[config.mk]
export PLATFORM = sky130hd
export DESIGN_NAME = gbr_ctrl
export DESIGN_NICKNAME = d
export VERILOG_FILES = /design/src/gbr_pkg.sv /design/src/gbr_ctrl.sv
export SDC_FILE = /design/constraint.sdc
export NUM_CORES = 1
export LEC_CHECK = 0
export ABC_AREA = 1
export ABC_CLOCK_PERIOD_IN_PS = 1130
export BUFFER_PORTS_ARGS = -buffer_cell sky130_fd_sc_hd__clkbuf_2
export CORE_AREA = 3 3 40 42
export CTS_CLUSTER_SIZE = 14
export DETAILED_ROUTE_END_ITERATION = 7
export DIE_AREA = 0 0 43 45
export PLACE_DENSITY_LB_ADDON = 0.25
export SKIP_LAST_GASP = 1
export SYNTH_ARGS = -nofsm -noshare
export SYNTH_HDL_FRONTEND = slang
export SYNTH_SLANG_ARGS = --single-unit
[constraint.sdc]
create_clock -name aclk -period 1.13 [get_ports aclk]
set_input_delay 0.113 -clock aclk [delete_from_list [all_inputs] [get_ports aclk]]
set_output_delay 0.113 -clock aclk [all_outputs]
set_load 0.05 [all_outputs]
[src/gbr_pkg.sv]
// Shared types, command codes and helpers for the glyph bitmap rasterizer.
// No dependencies; every other file in src imports this package.
package gbr_pkg;

    // Command codes carried on the input tuser
    localparam logic [1:0] CMD_LOAD_BITMAP = 2'd0;
    localparam logic [1:0] CMD_LOAD_GLYPH  = 2'd1;
    localparam logic [1:0] CMD_SET_CURSOR  = 2'd2;
    localparam logic [1:0] CMD_DRAW_CHAR   = 2'd3;

    // Configuration register indexes
    localparam logic [1:0] REG_FIRST_CODE = 2'd0;
    localparam logic [1:0] REG_LAST_CODE  = 2'd1;
    localparam logic [1:0] REG_PEN_COLOR  = 2'd2;

    localparam logic [7:0] FIRST_CODE_RST = 8'd32;
    localparam logic [7:0] LAST_CODE_RST  = 8'd126;
    localparam logic [2:0] PEN_COLOR_RST  = 3'd7;

    // Rows per glyph never exceed the output mask count
    localparam int ROW_LIMIT = 32;

    typedef struct packed {
        logic [7:0]        x_advance;
        logic signed [7:0] y_offset;
        logic signed [7:0] x_offset;
        logic [5:0]        glyph_height;
        logic [5:0]        glyph_width;
        logic [11:0]       glyph_offset;
    } gbr_glyph_t;

    // Controller to datapath
    typedef struct packed {
        logic accept;    // input transfer this cycle
        logic latch;     // glyph record is on the table read register
        logic reduce;    // wrap start address into the store
        logic fetch;     // read first bitmap byte
        logic finish;    // zero-row glyph: advance cursor, emit empty result
        logic step;      // consume one byte segment of the current row
    } gbr_cmd_t;

    // Datapath to controller
    typedef struct packed {
        logic draw_ok;   // input item is a drawable character
        logic addr_high; // start address still beyond the store
        logic h_zero;    // glyph has no rows
        logic row_done;  // current segment completes the row
        logic last_row;  // current row is the final one
        logic out_free;  // output register can take a result
    } gbr_status_t;

    function automatic logic signed [15:0] sat16(input logic signed [17:0] v);
        logic signed [15:0] r;
        if (v > 18'sd32767) begin
            r = 16'sh7fff;
        end else if (v < -18'sd32768) begin
            r = 16'sh8000;
        end else begin
            r = v[15:0];
        end
        return r;
    endfunction

endpackage

[src/gbr_ctrl.sv]
// Sequencer for the glyph bitmap rasterizer: accept, lookup, address wrap,
// row walk. Depends on gbr_pkg; drives gbr_datapath through gbr_cmd_t.
module gbr_ctrl
    import gbr_pkg::*;
(
    input  logic        aclk,
    input  logic        aresetn,
    input  logic        s_tvalid,
    output logic        s_tready,
    input  gbr_status_t st,
    output gbr_cmd_t    cmd
);

    localparam logic [1:0] S_IDLE   = 2'd0;
    localparam logic [1:0] S_LOOKUP = 2'd1;
    localparam logic [1:0] S_REDUCE = 2'd2;
    localparam logic [1:0] S_ROW    = 2'd3;

    logic [1:0] state_reg;
    logic [1:0] state_next;

    always_comb begin
        s_tready   = 1'b0;
        cmd        = '0;
        state_next = state_reg;
        unique case (state_reg)
            S_IDLE: begin
                s_tready   = st.out_free;
                cmd.accept = s_tvalid && st.out_free;
                if (cmd.accept && st.draw_ok) begin
                    state_next = S_LOOKUP;
                end
            end
            S_LOOKUP: begin
                cmd.latch  = 1'b1;
                state_next = S_REDUCE;
            end
            S_REDUCE: begin
                priority if (st.addr_high) begin
                    cmd.reduce = 1'b1;
                end else if (st.h_zero) begin
                    // hold until the output register frees up
                    if (st.out_free) begin
                        cmd.finish = 1'b1;
                        state_next = S_IDLE;
                    end
                end else begin
                    cmd.fetch  = 1'b1;
                    state_next = S_ROW;
                end
            end
            S_ROW: begin
                cmd.step = !st.row_done || st.out_free;
                if (cmd.step && st.row_done && st.last_row) begin
                    state_next = S_IDLE;
                end
            end
            default: begin
                state_next = S_IDLE;
            end
        endcase
    end

    always_ff @(posedge aclk) begin
        if (!aresetn) begin
            state_reg <= S_IDLE;
        end else begin
            state_reg <= state_next;
        end
    end

    a_ready_only_idle: assert property (@(posedge aclk) disable iff (!aresetn)
        s_tready |-> state_reg == S_IDLE)
        else $error("input ready outside idle");

    a_draw_enters_lookup: assert property (@(posedge aclk) disable iff (!aresetn)
        (cmd.accept && st.draw_ok) |=> state_reg == S_LOOKUP)
        else $error("drawable character did not start a lookup");

endmodule

==> results.toml <==
[power]
power_frac_seq_pct = 17.3
power_switching_mw = 0.583
p_total_mw = 1.13
power_frac_comb_pct = 69.1
power_frac_clock_pct = 13.7
p_sw_share_pct = 51.6
leakage_nw = 0.236
ir_drop_mv = 0.971
p_per_area_mw_per_mm2 = 2290
p_int_mw = 0.548

[placed_design]
pre_cts_ws_ps = -17.1
hpwl_microns = 520
place_inst = 71
io_buffer_count = 15
routabilityCongestion = 0.663

[logic_synthesis]
syn_area_per_cell_sq_um = 5.00
netlist_area_sq_um = 205
ys_types = 9
ys_warn_count = 0
ys_seq_area_share_pct = 19.5
netlist_instances = 41
synth_nets = 50
synth-seq-cells = 2

[grt]
grt_max_degree = 7
grt-ovfl-total = 0
track_usage_pct = 8.55
grt_pass1_wl_microns = 1300
grt_pass1_vias = 374
antenna_found_initial = 0

[drt]
drt_iter0_drc = 3
drtPass1Iterations = 4
antenna_left = 0
via_per_inst = 4.28
drc = 0
finalWirelength_microns = 699
routedWlPerCell_microns = 9.20
routed-via-count = 325

[layout]
finalNetCount = 72
finalNonFillerCells = 76
largest_reg_flops = 2
area_delta_synth_final_pct = 141
antennaDiodeCount = 0
num-fill-cells = 146
drive_above_1_share_pct = 62.3

[timing]
hold_viol = 0
rsz0062_at_grt = "true"
finalSetupViolations = 6
fin_setup_tns_ps = -206
fin_crit_ps = 1200
skew_ps = 4.30
relSlewSlack_pct = 83.1
tightest_slew_ps = 251
finalWorstSetupSlack_ps = -71.2
max_freq_mhz = 832
holdWs_ps = 117
maxSlewViolCount = 0
period_share_pct = 106

[clock_tree]
clock_path_buffers = 2
cts_root_buf = "clkbuf_4"
clk_latency_ps = 220
clock-sinks = 2
cts_tree = "yes"
cts-htree-levels = 1
cts_buffers = 3
cts.reportedPaths.clkPinSlew_ps = 30

[worst_setup_path]
crit_path_max_fanout = 6
worstPathArrival_ps = 1090
reg2reg_depth = 8
crit_type = "reg2out"
rr_startpoint = "state_reg[1]"
cpMaxStageDelayCell = "dfxtp_4"
worstReg2RegEnd = "state_reg[0]"
cp-end-kind = "output port"
r2r_slack_ps = 60
cp_slowest_stage_delay_ps = 370
cp.required_ps = 1020
critPathLaunchType = "flip-flop"
cp_cell_sequence = "nor4_4 -> buf_12"

[run_status]
violations = "setup timing"
status = "complete, but fails checks"

[worst_hold_path]
min_path_type = "in2reg"
hold_depth = 3
whs_endpoint = "state_reg[0]"
min_from = "aresetn"

[floorplan]
core-area_sq_mm = 0.00128
dieArea_sq_mm = 0.00194
io_pins = 16
rows = 13
chipHeight_microns = 45
start_util_pct = 16.0
die_w_microns = 43

[flow_run]
maxCapViolations = 0
-- worst max-delay path by stage --
stage	from	endpoint	slack, ps	depth (start not counted)
3_5_place_dp	state_reg[1]	cmd[2]	-20	5
6_report	state_reg[0]	cmd[1]	-70	2
4_1_cts	state_reg[0]	cmd[1]	-80	2
3_3_place_gp	state_reg[0]	state_reg[0]	-20	6
5_1_grt	state_reg[0]	cmd[1]	-110	2
2_1_floorplan	state_reg[0]	cmd[5]	-170	3
-- power by group through the flow --
stage | Sequential, mW | Combinational (mW) | Clock [mW]
2_1_floorplan | 0.143 | 0.410 | 0
3_3_place_gp | 0.153 | 0.536 | 0
3_5_place_dp | 0.155 | 0.531 | 0
4_1_cts | 0.184 | 0.688 | 0.160
5_1_grt | 0.203 | 0.852 | 0.158
6_report | 0.195 | 0.781 | 0.154
-- layout by cell type (no fill, tap or decap) --
cell	n
nor4_4	1
dfxtp_4	2
nand3_1	3
inv_4	1
buf_4	2
nand2_2	3
clkbuf_8	2
nor2_2	1
inv_2	2
o21ai_0	3
a21oi_2	2
inv_1	5
buf_12	2
clkbuf_4	3
nand3_2	1
nor2_1	4
nor2_4	5
clkbuf_2	8
buf_8	3
nand2_1	8
-- worst max-delay path: cells and delay by family, from the launching register on --
family	cells	cell delay, ps
flops	1	370
buf+inv	1	180
simple gates	1	320
-- per-layer routing --
metal,GRT usage [%],vias up,routed length [microns]
met5,0,-,0
met1,8.83,144,275
met4,5.42,0,0
li1,-,168,-
met3,1.59,0,40
met2,15.9,13,382
-- kinds of logic (layout without fill, tap and decap cells) --
| group | after synthesis | count (layout) | share of synthesized area, % |
|---|---|---|---|
| AOI/OAI and AO/OA | 5 | 5 | 12.2 |
| buffers and inverters | 8 | 28 | 14.6 |
| DFF | 2 | 2 | 19.5 |
| and+or+nand+nor | 26 | 26 | 53.7 |
-- Yosys cell counts (all sizes together) --
library cell / count / area [sq um]
nor2: 10 / 42.5
nand3: 4 / 20.0
dfxtp: 2 / 40.0
nand2: 11 / 41.3
a21oi: 2 / 10.0
inv: 8 / 30.0
o21ai: 3 / 15.0
nor4: 1 / 6.26
-- cell type report --
cell class                 count  area, sq um  share of cell area, %
clock buffer                   3         22.5                   4.56
inverter                       8         32.5                   6.58
multi-input combinational     31          205                   41.5
sequential                     2         47.5                   9.62
tap                           15         18.8                   3.80
timing repair buffer          17          168                   33.9
-- metrics by stage --
stage	instance area (sq um)	utilization, %
after floorplan	234	-
after global placement	358	27.8
after detailed placement	358	27.8
after CTS	467	36.3
after global routing	494	38.5
final	494	38.5
-- what timing repair did --
action / CTS / global route
pin swaps: 3 / 8
endpoints found under the setup margin: 9 / 9
hold buffers: 0 / 0
resized for setup: 19 / 13
buffers inserted: 3 / 0
Power figures use the tool's default switching activity.
